**src/rtl/core/cfac_pkg.sv**
```systemverilog
// Shared types, constants and the CRC-16 byte update for the frame CRC block.
package cfac_pkg;

   localparam logic [15:0] CRC_POLY = 16'h1021;
   localparam logic [15:0] CRC_INIT = 16'hFFFF;

   localparam logic CMD_DECODE = 1'b1;
   localparam logic SCHEME_CRC = 1'b1;

   localparam logic [1:0] SEEN_PAIR = 2'd2;

   typedef enum logic [1:0] {
      STATUS_OK       = 2'd0,
      STATUS_MISMATCH = 2'd1,
      STATUS_SHORT    = 2'd2
   } status_type;

   // How the back end expands one queued work entry into result beats.
   typedef enum logic [1:0] {
      KIND_BYTE         = 2'd0,   // one byte
      KIND_BYTE_CRC     = 2'd1,   // byte, CRC high, CRC low
      KIND_VERDICT      = 2'd2,   // verdict only
      KIND_BYTE_VERDICT = 2'd3    // byte, then verdict
   } kind_type;

   typedef struct packed {
      kind_type    kind;
      logic [7:0]  data;
      logic [15:0] crc;
      logic        eof;
      status_type  status;
   } work_type;

   typedef struct packed {
      logic [7:0] data;
      logic       valid;
      logic       eof;
      status_type status;
   } beat_type;

   function automatic logic [15:0] crc_feed_byte(input logic [15:0] crc,
                                                 input logic [7:0]  b);
      logic [15:0] c;
      c = crc ^ {b, 8'h00};
      for (int i = 0; i < 8; i++) begin
         c = c[15] ? ((c << 1) ^ CRC_POLY) : (c << 1);
      end
      return c;
   endfunction

endpackage

```
**src/rtl/core/cfac_front.sv**
```systemverilog
// Front end: takes input beats, runs the CRC state and queues work entries.
module cfac_front (
   input  logic               clock,
   input  logic               reset,
   input  logic               csr_wr_en,
   input  logic               csr_wr_data,
   input  logic               accept,
   input  logic               command,
   input  logic [7:0]         data_byte,
   input  logic               last_byte,
   output logic               work_push,
   output cfac_pkg::work_type work
);
   import cfac_pkg::*;

   logic        scheme_ff, scheme_in;
   logic [15:0] crc_ff, crc_in;
   logic [1:0]  seen_ff, seen_in;
   logic [7:0]  older_ff, older_in;
   logic [7:0]  newer_ff, newer_in;
   logic [7:0]  feed_byte;
   logic [15:0] crc_fed;
   logic        have_pair;
   logic        clear_frame;

   assign feed_byte = (command == CMD_DECODE) ? older_ff : data_byte;
   assign crc_fed   = crc_feed_byte(crc_ff, feed_byte);
   assign have_pair = (seen_ff == SEEN_PAIR);

   always_comb begin
      scheme_in   = csr_wr_en ? csr_wr_data : scheme_ff;
      crc_in      = crc_ff;
      seen_in     = seen_ff;
      older_in    = older_ff;
      newer_in    = newer_ff;
      clear_frame = 1'b0;
      work_push   = 1'b0;
      work.kind   = KIND_BYTE;
      work.data   = data_byte;
      work.crc    = crc_fed;
      work.eof    = 1'b0;
      work.status = STATUS_OK;
      if (accept) begin
         if (scheme_ff != SCHEME_CRC) begin
            // passthrough: forward and drop any partial frame
            work_push   = 1'b1;
            work.eof    = last_byte;
            clear_frame = 1'b1;
         end else if (command != CMD_DECODE) begin
            crc_in      = crc_fed;
            work_push   = 1'b1;
            work.kind   = last_byte ? KIND_BYTE_CRC : KIND_BYTE;
            clear_frame = last_byte;
         end else begin
            // decode: hold the newest two bytes, release the older one
            if (have_pair) begin
               crc_in = crc_fed;
            end
            seen_in   = have_pair ? SEEN_PAIR : seen_ff + 2'd1;
            older_in  = newer_ff;
            newer_in  = data_byte;
            work.data = older_ff;
            if (seen_in != SEEN_PAIR) begin
               work.status = STATUS_SHORT;
            end else if ({newer_ff, data_byte} == crc_in) begin
               work.status = STATUS_OK;
            end else begin
               work.status = STATUS_MISMATCH;
            end
            if (last_byte) begin
               work_push   = 1'b1;
               work.kind   = have_pair ? KIND_BYTE_VERDICT : KIND_VERDICT;
               clear_frame = 1'b1;
            end else begin
               work_push = have_pair;
            end
         end
         if (clear_frame) begin
            crc_in   = CRC_INIT;
            seen_in  = 2'd0;
            older_in = 8'h00;
            newer_in = 8'h00;
         end
      end
   end

   always_ff @(posedge clock) begin
      if (reset) begin
         scheme_ff <= 1'b0;
         crc_ff    <= CRC_INIT;
         seen_ff   <= 2'd0;
         older_ff  <= 8'h00;
         newer_ff  <= 8'h00;
      end else begin
         scheme_ff <= scheme_in;
         crc_ff    <= crc_in;
         seen_ff   <= seen_in;
         older_ff  <= older_in;
         newer_ff  <= newer_in;
      end
   end

endmodule

```
**src/rtl/core/cfac_queue.sv**
```systemverilog
// Work queue between the front and back ends.
module cfac_queue #(
   parameter int DEPTH = 4
) (
   input  logic               clock,
   input  logic               reset,
   input  logic               wr_en,
   input  cfac_pkg::work_type wr_data,
   output logic               q_full,
   input  logic               rd_en,
   output cfac_pkg::work_type rd_data,
   output logic               q_empty
);
   import cfac_pkg::*;

   localparam int PTR_W = $clog2(DEPTH);
   localparam int CNT_W = $clog2(DEPTH + 1);

   work_type               mem_ff [DEPTH];
   logic [PTR_W-1:0]       wr_ptr_ff, wr_ptr_in;
   logic [PTR_W-1:0]       rd_ptr_ff, rd_ptr_in;
   logic [CNT_W-1:0]       count_ff, count_in;
   logic                   do_wr, do_rd;

   assign q_full  = (count_ff == CNT_W'(DEPTH));
   assign q_empty = (count_ff == '0);
   assign do_wr   = wr_en && !q_full;
   assign do_rd   = rd_en && !q_empty;
   assign rd_data = mem_ff[rd_ptr_ff];

   always_comb begin
      wr_ptr_in = wr_ptr_ff;
      rd_ptr_in = rd_ptr_ff;
      count_in  = count_ff;
      if (do_wr) begin
         wr_ptr_in = (wr_ptr_ff == PTR_W'(DEPTH - 1)) ? '0 : wr_ptr_ff + PTR_W'(1);
      end
      if (do_rd) begin
         rd_ptr_in = (rd_ptr_ff == PTR_W'(DEPTH - 1)) ? '0 : rd_ptr_ff + PTR_W'(1);
      end
      if (do_wr && !do_rd) begin
         count_in = count_ff + CNT_W'(1);
      end else if (do_rd && !do_wr) begin
         count_in = count_ff - CNT_W'(1);
      end
   end

   always_ff @(posedge clock) begin
      if (do_wr) begin
         mem_ff[wr_ptr_ff] <= wr_data;
      end
   end

   always_ff @(posedge clock) begin
      if (reset) begin
         wr_ptr_ff <= '0;
         rd_ptr_ff <= '0;
         count_ff  <= '0;
      end else begin
         wr_ptr_ff <= wr_ptr_in;
         rd_ptr_ff <= rd_ptr_in;
         count_ff  <= count_in;
      end
   end

endmodule

```
**src/rtl/core/cfac_back.sv**
```systemverilog
// Back end: expands work entries into result beats behind an output register.
module cfac_back (
   input  logic               clock,
   input  logic               reset,
   input  cfac_pkg::work_type head,
   input  logic               q_empty,
   output logic               q_pop,
   input  logic               pop,
   output logic               empty,
   output cfac_pkg::beat_type beat
);
   import cfac_pkg::*;

   logic [1:0] beat_idx_ff, beat_idx_in;
   logic       out_valid_ff, out_valid_in;
   beat_type   beat_ff, beat_in;
   beat_type   next_beat;
   logic       last_beat;
   logic       load;

   assign load = !q_empty && (!out_valid_ff || pop);

   always_comb begin
      next_beat.data   = head.data;
      next_beat.valid  = 1'b1;
      next_beat.eof    = 1'b0;
      next_beat.status = STATUS_OK;
      case (beat_idx_ff)
         2'd0: begin
            if (head.kind == KIND_VERDICT) begin
               next_beat.data   = 8'h00;
               next_beat.valid  = 1'b0;
               next_beat.eof    = 1'b1;
               next_beat.status = head.status;
            end else if (head.kind == KIND_BYTE) begin
               next_beat.eof = head.eof;
            end
         end
         2'd1: begin
            if (head.kind == KIND_BYTE_VERDICT) begin
               next_beat.data   = 8'h00;
               next_beat.valid  = 1'b0;
               next_beat.eof    = 1'b1;
               next_beat.status = head.status;
            end else begin
               next_beat.data = head.crc[15:8];
            end
         end
         default: begin
            next_beat.data = head.crc[7:0];
            next_beat.eof  = 1'b1;
         end
      endcase
   end

   always_comb begin
      case (head.kind)
         KIND_BYTE_CRC:     last_beat = (beat_idx_ff == 2'd2);
         KIND_BYTE_VERDICT: last_beat = (beat_idx_ff == 2'd1);
         default:           last_beat = 1'b1;
      endcase
   end

   always_comb begin
      q_pop        = load && last_beat;
      beat_idx_in  = beat_idx_ff;
      out_valid_in = out_valid_ff;
      beat_in      = beat_ff;
      if (load) begin
         beat_idx_in  = last_beat ? 2'd0 : beat_idx_ff + 2'd1;
         out_valid_in = 1'b1;
         beat_in      = next_beat;
      end else if (pop) begin
         out_valid_in = 1'b0;
      end
   end

   always_ff @(posedge clock) begin
      if (reset) begin
         beat_idx_ff  <= 2'd0;
         out_valid_ff <= 1'b0;
      end else begin
         beat_idx_ff  <= beat_idx_in;
         out_valid_ff <= out_valid_in;
      end
   end

   always_ff @(posedge clock) begin
      beat_ff <= beat_in;
   end

   assign empty = !out_valid_ff;
   assign beat  = beat_ff;

endmodule

```
**src/rtl/core/crc16_frame_append_check.sv**
```systemverilog
// Top level of the frame CRC-16 appender and checker.
//
// Frames come in one byte per beat on the req_ side (push/full) and results leave on the
// rsp_ side (empty/pop). With csr_wr_data = 0 every byte passes through unchanged. With 1
// the block runs CRC-16 (poly 0x1021, init 0xFFFF, no reflection, no final xor): an encode
// byte passes through and the last one is followed by the CRC, high byte first; a decode
// frame has its last two bytes held back as the received CRC, data bytes leave two
// positions late, and one verdict beat (byte_valid low, end_of_frame high) closes the
// frame with status ok, mismatch or too short. The payload goes out before the verdict,
// so drop the frame on a bad status. Rate: one input byte per cycle, back to back, while
// each byte makes at most one result beat and pop stays high. An encode last byte makes
// three result beats and a decode last byte up to two; while pop stays high the back end
// puts out one result beat per cycle, so the QUEUE_DEPTH-entry work queue takes up the
// extra beats and full rises, holding the input, once the queue fills. The first result
// beat of an accepted byte passes through the work queue and the output register before
// it reaches the rsp_ ports. Write csr only while the block is idle.
module crc16_frame_append_check #(
   parameter int QUEUE_DEPTH = 4
) (
   input  logic       clock,
   input  logic       reset,
   // configuration
   input  logic       csr_wr_en,
   input  logic       csr_wr_data,
   // input beats
   input  logic       push,
   output logic       full,
   input  logic       req_command,
   input  logic [7:0] req_data_byte,
   input  logic       req_last_byte,
   // result beats
   output logic       empty,
   input  logic       pop,
   output logic [7:0] rsp_out_byte,
   output logic       rsp_byte_valid,
   output logic       rsp_end_of_frame,
   output logic [1:0] rsp_status
);
   import cfac_pkg::*;

   logic     accept;
   logic     work_push;
   work_type work;
   work_type head;
   logic     q_full;
   logic     q_empty;
   logic     q_pop;
   beat_type beat;

   // take a beat whenever the queue has room
   assign full   = q_full;
   assign accept = push && !q_full;

   cfac_front u_front (
      .clock       (clock),
      .reset       (reset),
      .csr_wr_en   (csr_wr_en),
      .csr_wr_data (csr_wr_data),
      .accept      (accept),
      .command     (req_command),
      .data_byte   (req_data_byte),
      .last_byte   (req_last_byte),
      .work_push   (work_push),
      .work        (work)
   );

   cfac_queue #(
      .DEPTH (QUEUE_DEPTH)
   ) u_queue (
      .clock   (clock),
      .reset   (reset),
      .wr_en   (work_push),
      .wr_data (work),
      .q_full  (q_full),
      .rd_en   (q_pop),
      .rd_data (head),
      .q_empty (q_empty)
   );

   cfac_back u_back (
      .clock   (clock),
      .reset   (reset),
      .head    (head),
      .q_empty (q_empty),
      .q_pop   (q_pop),
      .pop     (pop),
      .empty   (empty),
      .beat    (beat)
   );

   assign rsp_out_byte     = beat.data;
   assign rsp_byte_valid   = beat.valid;
   assign rsp_end_of_frame = beat.eof;
   assign rsp_status       = beat.status;

   // a beat without a byte is always a verdict
   a_verdict_closes_frame : assert property (@(posedge clock) disable iff (reset)
      (!empty && !rsp_byte_valid) |-> rsp_end_of_frame)
      else $error("byte-less result beat without end_of_frame");

   // a bad status only rides on a verdict beat
   a_status_on_verdict : assert property (@(posedge clock) disable iff (reset)
      (!empty && rsp_status != STATUS_OK) |-> (rsp_end_of_frame && !rsp_byte_valid))
      else $error("nonzero status outside a verdict beat");

   // reset leaves both sides drained
   a_reset_drains : assert property (@(posedge clock)
      reset |=> (empty && !full))
      else $error("block not drained after reset");

endmodule
```
**config.mk**
```make
export PLATFORM = sky130hd
export DESIGN_NAME = crc16_frame_append_check
export DESIGN_NICKNAME = d
export VERILOG_FILES = /design/src/rtl/core/cfac_pkg.sv /design/src/rtl/core/cfac_front.sv /design/src/rtl/core/cfac_queue.sv /design/src/rtl/core/cfac_back.sv /design/src/rtl/core/crc16_frame_append_check.sv
export SDC_FILE = /design/constraint.sdc
export NUM_CORES = 1
export LEC_CHECK = 0
export BUFFER_PORTS_ARGS = -buffer_cell sky130_fd_sc_hd__buf_2
export CAP_MARGIN = 20
export CORE_AREA = 2 2 84 167
export CTS_CLUSTER_DIAMETER = 50
export CTS_CLUSTER_SIZE = 24
export DETAILED_ROUTE_END_ITERATION = 6
export DIE_AREA = 0 0 86 169
export GPL_ROUTABILITY_DRIVEN = 1
export PLACE_DENSITY = 0.76
export SYNTH_ARGS = -nofsm -noshare
export SYNTH_HDL_FRONTEND = slang
export SYNTH_SLANG_ARGS = --single-unit
export TNS_END_PERCENT = 5
```
**constraint.sdc**
```tcl
create_clock -name clock -period 7.9 [get_ports clock]
set_clock_uncertainty 0.05 [all_clocks]
set_input_delay 0.395 -clock clock [delete_from_list [all_inputs] [get_ports clock]]
set_output_delay 0.395 -clock clock [all_outputs]
set_load 0.02 [all_outputs]
```
==> results of run 1 <==
## cell type report
class,count,share of cell area (%)
clock inverters,12,1.66
multi-input cells,323,32.5
repair buffers,38,2.59
clock buffers,20,5.14
well taps,155,2.23
flip-flops and latches,175,55.1
inverters,17,0.735
## logic make-up after synthesis
| logic type | count (synthesis) | synth area share (%) |
|---|---|---|
| buffers and inverters | 45 | 2.42 |
| AND/OR/NAND/NOR | 129 | 7.86 |
| adder cells (fa/ha/maj) | 12 | 2.02 |
| multiplexers | 56 | 12.3 |
| XOR/XNOR | 53 | 8.07 |
| AO/OA/AOI/OAI | 73 | 5.92 |
| flip-flops | 175 | 61.4 |
## worst paths after layout
check	endpoint	slack [ns]	cells past startpoint
worst max-delay path	u_queue.count_ff[2]$_SDFFE_PP0P_	4.12	11
worst max register to register	u_queue.count_ff[2]$_SDFFE_PP0P_	4.12	11
worst min register to register	u_front.seen_ff[0]$_SDFFE_PP0P_	0.41	2
worst min-delay path	u_front.scheme_ff$_SDFFE_PP0P_	0.15	3
## Yosys cell counts (16+ instances only)
| master | count |
|---|---|
| nand2b_1 | 17 |
| inv_1 | 17 |
| xnor2_1 | 21 |
| nor2_1 | 18 |
| mux4_2 | 29 |
| o22ai_1 | 19 |
| xor2_1 | 16 |
| nand2_1 | 48 |
| nand3_1 | 22 |
| dfxtp_1 | 47 |
| edfxtp_1 | 128 |
| a21oi_1 | 24 |
| clkbuf_1 | 19 |
## flip-flops by register name (all words and copies together), names as in the netlist, named ones only
register and cells:
u_queue.rd_ptr_ff 2, u_back.beat 12, u_front.newer_ff 8, u_back.out_valid_ff 1, u_queue.mem_ff 116, u_front.older_ff 8, u_back.beat_idx_ff 2, u_queue.count_ff 3
u_front.scheme_ff 1, u_front.crc_ff 16, u_queue.wr_ptr_ff 2, u_front.seen_ff 2
## layer usage
metal	vias up	GRT usage [%]	share of wire [%]
met5	-	0	0
met4	0	11.2	3.3
met3	35	4.39	4.8
met2	146	39.1	53
met1	2279	29.6	39
li1	2087	-	-
## power by group through the flow
stage | Clock [mW] | Sequential (mW) | Combinational [mW]
floorplan | 0 | 1.23 | 0.475
global placement | 0 | 1.24 | 0.649
detailed placement | 0 | 1.24 | 0.660
CTS | 0.846 | 1.22 | 0.667
global route | 0.881 | 1.19 | 0.776
finish | 0.839 | 1.18 | 0.716
## through the flow
step	setup slack [ns]	hold WS [ns]	utilization (%)
finish	4.12	0.155	65.3
global route	3.85	0.171	65.3
CTS	4.11	0.147	65.2
detailed placement	4.12	0.412	60.7
global placement	4.19	0.392	60.7
floorplan	4.96	0.382	-
## critical path, delay by kind of cell, from the launching register on
kind / cells / cell delay, ns
adders and majority gates: 3 / 1.43
AOI/OAI and AO/OA: 2 / 0.92
and+or+nand+nor: 2 / 0.45
buffers and inverters: 3 / 0.35
DFF: 1 / 0.31
xor gates and xnor gates: 1 / 0.17
==> summary.md, run 1 <==
| Metric | Value |
|---|---|
| Via count | `4,547` |
| Number of synthesized register bits | `175` |
| Seq/Total Area, Yosys | `61.4%` |
| Combinational share of power | `26.2%` |
| Lkg Pwr | `3.05 nW` |
| Residual DRC count | `0` |
| Fmax | `265 MHz` |
| Drt via density | `6.14` |
| Most frequent CP cell | `inv_1` |
| FP Rows | `60` |
| Crit-path max cell delay | `0.77 ns` |
| Worst-path clk slew | `0.07 ns` |
| Final setup fails | `0` |
| DIE HEIGHT | `169 um` |
| Number of routed nets with antenna violations | `0` |
| Share of layout cells above drive strength 1 | `20.5%` |
| Crit-path slowest cell | `o21a_1` |
| Dpl cells | `707` |
| GP Congestion | `0.932` |
| Max VDD drop | `0.221 mV` |
| Pwr Density | `315 mW/mm^2` |
| Setup TNS | `0 ns` |
| DP Wirelength | `10.5 mm` |
| Total gr overflow | `0` |
| Required @ worst endpoint | `8.20 ns` |
| Initial antenna violation count | `0` |
| Placed cell areas | `0.00807 sq mm` |
| Sw power | `0.824 mW` |
| CORE AREA | `0.0133 sq mm` |
| Hold path start | `csr_wr_data` |
| CTS tree | `built` |
| H-tree level count | `4` |
| Critical register-to-register path startpoint | `u_front.seen_ff[0]$_SDFFE_PP0P_` |
| Final critical-path share of the clock period | `47.8%` |
| Commonest non-fill, non-tap cell in the layout | `edfxtp_1` |
| Unique masters post-synth | `53` |
| Number of gates resized after CTS | `0` |
| Top-area cell type share of the netlist area | `49.3%` |
| Fin nets | `600` |
| Worst hold path class | `in2reg` |
| Avg Cell Area, Syn | `14.4 sq um` |
| Filler cell count | `920` |
| Routed WL per cell | `22.0 um` |
| Post-Synthesis Cells | `543` |
| Switching part of the total power | `30.1%` |
| Worst-path cell chain | `inv_1 > ha_1 > inv_1 > nand2_1 > o21a_1 > ha_1 > inv_1 > fa_1 > xor2_1 > or3_1 > a21oi_1` |
| Ys flop type | `edfxtp_1` |
| Outcome | `complete, no violations` |
| Clock latency on the worst-skew pair | `0.43 ns` |
| Clock power share | `30.6%` |
| Pin slew with the least headroom to its limit | `1.11 ns` |
| FF/Latch Area | `0.00479 sq mm` |
| Ys async rst share | `0%` |
| Post-route non-filler standard cell count | `740` |
| Worst-path maximum fanout | `23` |
| Synth top area cells | `edfxtp_1, dfxtp_1, mux4_2, xnor2_1, nand2_1` |
| Maxcap violations | `0` |
| Syn nets | `571` |
| CP endpoint kind | `register` |
| Number of clock sinks | `175` |
| Power Internal | `1.91 mW` |
| Total I/O pin count | `30` |
| Initial core utilization | `58.7%` |
| GRT Total Usage | `23.6%` |
| Rel. slew slack | `25.8%` |
| Final WL | `16.3 mm` |
| EDFF count, synth | `128` |
| Largest net degree at the start of global routing | `46` |
| Hold Violations, Final | `0` |
| Layout area overhead | `11.4%` |
| CP startpoint | `u_front.seen_ff[0]$_SDFFE_PP0P_` |
| Max clock buf depth | `2` |
| Post-synth top area cell | `edfxtp_1` |
| Ys Warns | `0` |
| Iteration-0 DRC count of the detailed router | `322` |
| Crit path kind | `reg2reg` |
| Unrepaired setup endpoints after global routing | `no` |
| Final Max Slew Viols | `0` |
| Most frequent cells in the layout | `edfxtp_1, nand2_1, dfxtp_1, mux4_2, buf_2` |
| Post-CTS Repair Setup Buffers | `0` |
| CTS Buf Count | `17` |
| Worst setup SP type | `register` |
| Die W | `86 um` |
| # diodes | `0` |
| Arrival @ worst endpoint | `4.08 ns` |
| Fin crit period | `3.78 ns` |
| Total die area | `0.0145 sq mm` |
| Area of the multi-input gates | `0.00282 sq mm` |
| Detailed Routing Iterations Pass 1 | `5` |
| Cts hold-fix bufs | `0` |
| Seq pwr share | `43.2%` |
| CTS Root Cell | `clkbuf_16` |
| Post-Synthesis Cell Area | `0.00780 sq mm` |
| Total power | `2.74 mW` |
| First-pass GRT wire length | `25.0 mm` |
| Final instance area | `0.00868 sq mm` |
| Vias in the first global route | `4,446` |
| I/O Buffers | `29` |
No activity file was read; power rests on OpenSTA's default activity.
==> run 2: changes to the inputs <==
- ABC_AREA: default -> 1
- CORE_AREA: 2 2 84 167 -> 2 2 89 176
- DIE_AREA: 0 0 86 169 -> 0 0 91 178
- PLACE_DENSITY: 0.76 -> 0.75
- clock period: 7.9 -> 3.4 ns (I/O delays scaled with it)
==> summary.md, run 2 <==
| Metric | Value |
|---|---|
| Max clock buf depth | `2 (unchanged)` |
| Post-Synthesis Cells | `881 (+62%)` |
| Synth top area cells | `edfxtp_1, dfxtp_1, nand2_1, nand3_1, inv_1` |
| GRT Total Usage | `26.0% (+2.4 points)` |
| Vias in the first global route | `6,306 (+42%)` |
| FF/Latch Area | `0.00479 sq mm (unchanged)` |
| Die W | `91 um (+5.8%)` |
| Dpl cells | `1,084 (+53%)` |
| Routed WL per cell | `18.2 um (-17%)` |
| Most frequent cells in the layout | `nand2_1, edfxtp_1, inv_1, nand3_1, nor2_1` |
| Final setup fails | `0 (unchanged)` |
| Crit path kind | `reg2reg` |
| Lkg Pwr | `3.79 nW (+24%)` |
| Post-route non-filler standard cell count | `1,118 (+51%)` |
| Worst setup SP type | `register` |
| Post-Synthesis Cell Area | `0.00818 sq mm (+4.9%)` |
| Filler cell count | `1,270 (+38%)` |
| Worst hold path class | `in2reg` |
| Total I/O pin count | `30 (unchanged)` |
| Total gr overflow | `0 (unchanged)` |
| Worst-path clk slew | `0.06 ns (about the same)` |
| Top-area cell type share of the netlist area | `47.0% (-2.3 points)` |
| Area of the multi-input gates | `0.00288 sq mm (+2.2%)` |
| CTS Root Cell | `clkbuf_16` |
| First-pass GRT wire length | `31.9 mm (+27%)` |
| Setup TNS | `0 ns (unchanged)` |
| Seq/Total Area, Yosys | `58.5% (-2.9 points)` |
| Arrival @ worst endpoint | `3.10 ns (-0.98 ns)` |
| Avg Cell Area, Syn | `9.29 sq um (-35%)` |
| Maxcap violations | `0 (unchanged)` |
| Number of routed nets with antenna violations | `0 (unchanged)` |
| Final critical-path share of the clock period | `83.5% (+36 points)` |
| CORE AREA | `0.0148 sq mm (+12%)` |
| CP endpoint kind | `register` |
| Share of layout cells above drive strength 1 | `11.6% (-8.9 points)` |
| Largest register FFs | `116 (unchanged)` |
| Final WL | `20.3 mm (+25%)` |
| Ys Warns | `0 (unchanged)` |
| DIE HEIGHT | `178 um (+5.3%)` |
| Initial core utilization | `55.2% (-3.5 points)` |
| Commonest non-fill, non-tap cell in the layout | `nand2_1` |
| FP Rows | `63 (+5.0%)` |
| Unrepaired setup endpoints after global routing | `no` |
| Rel. slew slack | `33.7% (+7.9 points)` |
| Number of synthesized register bits | `175 (unchanged)` |
| Required @ worst endpoint | `3.66 ns (-4.54 ns)` |
| Final Max Slew Viols | `0 (unchanged)` |
| Outcome | `complete, no violations` |
| Ys async rst share | `0% (unchanged)` |
| Ys flop type | `edfxtp_1` |
| GP Congestion | `0.957 (+2.7%)` |
| Reg with most FFs | `u_queue.mem_ff` |
| Via count | `6,434 (+41%)` |
| Fmax | `352 MHz (+33%)` |
| Worst-path maximum fanout | `16 (-30%)` |
| Layout area overhead | `11.5%` |
| Max VDD drop | `0.470 mV (+110%)` |
| Clock latency on the worst-skew pair | `0.43 ns (about the same)` |
| Fin crit period | `2.84 ns (-0.942 ns)` |
| Unique masters post-synth | `36 (-32%)` |
| Number of clock sinks | `175 (unchanged)` |
| Pwr Density | `732 mW/mm^2 (+130%)` |
| Fin nets | `938 (+56%)` |
| CTS tree | `built` |
| Post-synth top cells | `nand2_1, edfxtp_1, inv_1, nand3_1, nor2_1` |
| CTS Buf Count | `17 (unchanged)` |
| Post-synth top area cell | `edfxtp_1` |
| I/O Buffers | `29 (unchanged)` |
| H-tree level count | `4 (unchanged)` |
| DP Wirelength | `14.1 mm (+34%)` |
| Post-CTS Repair Setup Buffers | `0 (unchanged)` |
| Most frequent cell after synthesis | `nand2_1` |
| Pin slew with the least headroom to its limit | `0.992 ns (-0.118 ns)` |
| Drt via density | `5.75 (-6.3%)` |
| Initial antenna violation count | `0 (unchanged)` |
| # diodes | `0 (unchanged)` |
| Detailed Routing Iterations Pass 1 | `4 (-1)` |
| Iteration-0 DRC count of the detailed router | `602 (+87%)` |
| Syn nets | `909 (+59%)` |
| Residual DRC count | `0 (unchanged)` |
| Hold Violations, Final | `0 (unchanged)` |
| Largest net degree at the start of global routing | `33 (-28%)` |
| EDFF count, synth | `128 (unchanged)` |
| Total die area | `0.0162 sq mm (+11%)` |
run 2: cell types whose count changed after synthesis, moves of 29 or more:
cell	before	now
inv_1	17	84
mux4_2	29	0
nand2_1	48	233
nand3_1	22	75
nor2_1	18	61
o21ai_0	4	50
run 2: metal layers:
layer	track usage (%)	wire [um]	up-vias
met4	17.5	1190	0
met1	26.9	7270	3062
li1	-	-	3096
met3	4.18	779	65
met5	0	0	-
met2	47.7	11100	211
run 2: critical path, stage by stage, from the launching register on:
cell and delay (ns):
dfxtp_2 0.49, inv_2 0.19, nand2_1 0.10, nand3_1 0.06, nand2_1 0.15, inv_1 0.09, nand4_1 0.12, and2_1 0.18
nor2_2 0.06, inv_1 0.08, ha_1 0.16, inv_1 0.08, fa_1 0.43, a21oi_1 0.14, o21ai_0 0.12, o21ai_0 0.17
a21oi_1 0.06
run 2: worst paths after layout:
check | slack [ns] | from | cells past startpoint | endpoint
setup / recovery | 0.56 | register | 16 | u_queue.count_ff[2]$_SDFFE_PP0P_
hold / removal | 0.03 | req_data_byte[5] | 3 | u_front.newer_ff[5]$_SDFFE_PP0P_
setup reg to reg | 0.56 | register | 16 | u_queue.count_ff[2]$_SDFFE_PP0P_
hold reg to reg | 0.42 | u_front.older_ff[1]$_SDFFE_PP0P_ | 2 | u_front.older_ff[1]$_SDFFE_PP0P_
run 2: layout make-up:
type | instances | area share [%]
Clock buffer | 19 | 4.86
Clock inverter | 13 | 1.52
Inverter | 87 | 3.66
Multi-Input combinational cell | 581 | 31.6
Sequential cell | 175 | 52.5
Tap cell | 195 | 2.67
Timing Repair Buffer | 48 | 3.21
run 2: what timing repair did:
item | CTS | global route
hold buffers | 2 | 0
resized for setup | 0 | 0
hold endpoints to repair | 1 | 0
run 2: power breakdown:
group | total (mW) | switching [mW] | internal, mW | leakage [nW]
logic | 1.97 | 1.36 | 0.610 | 1.93
registers | 2.80 | 0.116 | 2.69 | 1.58
clock network | 1.91 | 0.804 | 1.10 | 0.283
total | 6.68 | 2.28 | 4.40 | 3.79
run 2: logic make-up after synthesis:
group,synth area share [%]
buffers and inverters,6.39
flip-flops,58.5
AND/OR/NAND/NOR,20.8
AO/OA/AOI/OAI,12.4
adder cells (fa/ha/maj),1.93
run 2: through the flow:
step / instance area (sq um) / hold slack (ns) / setup WS (ns) / power [mW] / utilization [%]
finish: 9120 / 0.0345 / 0.562 / 6.68 / 61.6
global route: 9120 / 0.0450 / 0.131 / 7.04 / 61.6
CTS: 9120 / 0.0209 / 0.571 / 6.69 / 61.6
detailed placement: 8520 / 0.355 / 0.601 / 4.80 / 57.5
global placement: 8520 / 0.347 / 0.709 / 4.75 / 57.5
floorplan: 8180 / 0.198 / 0.413 / 4.18 / -
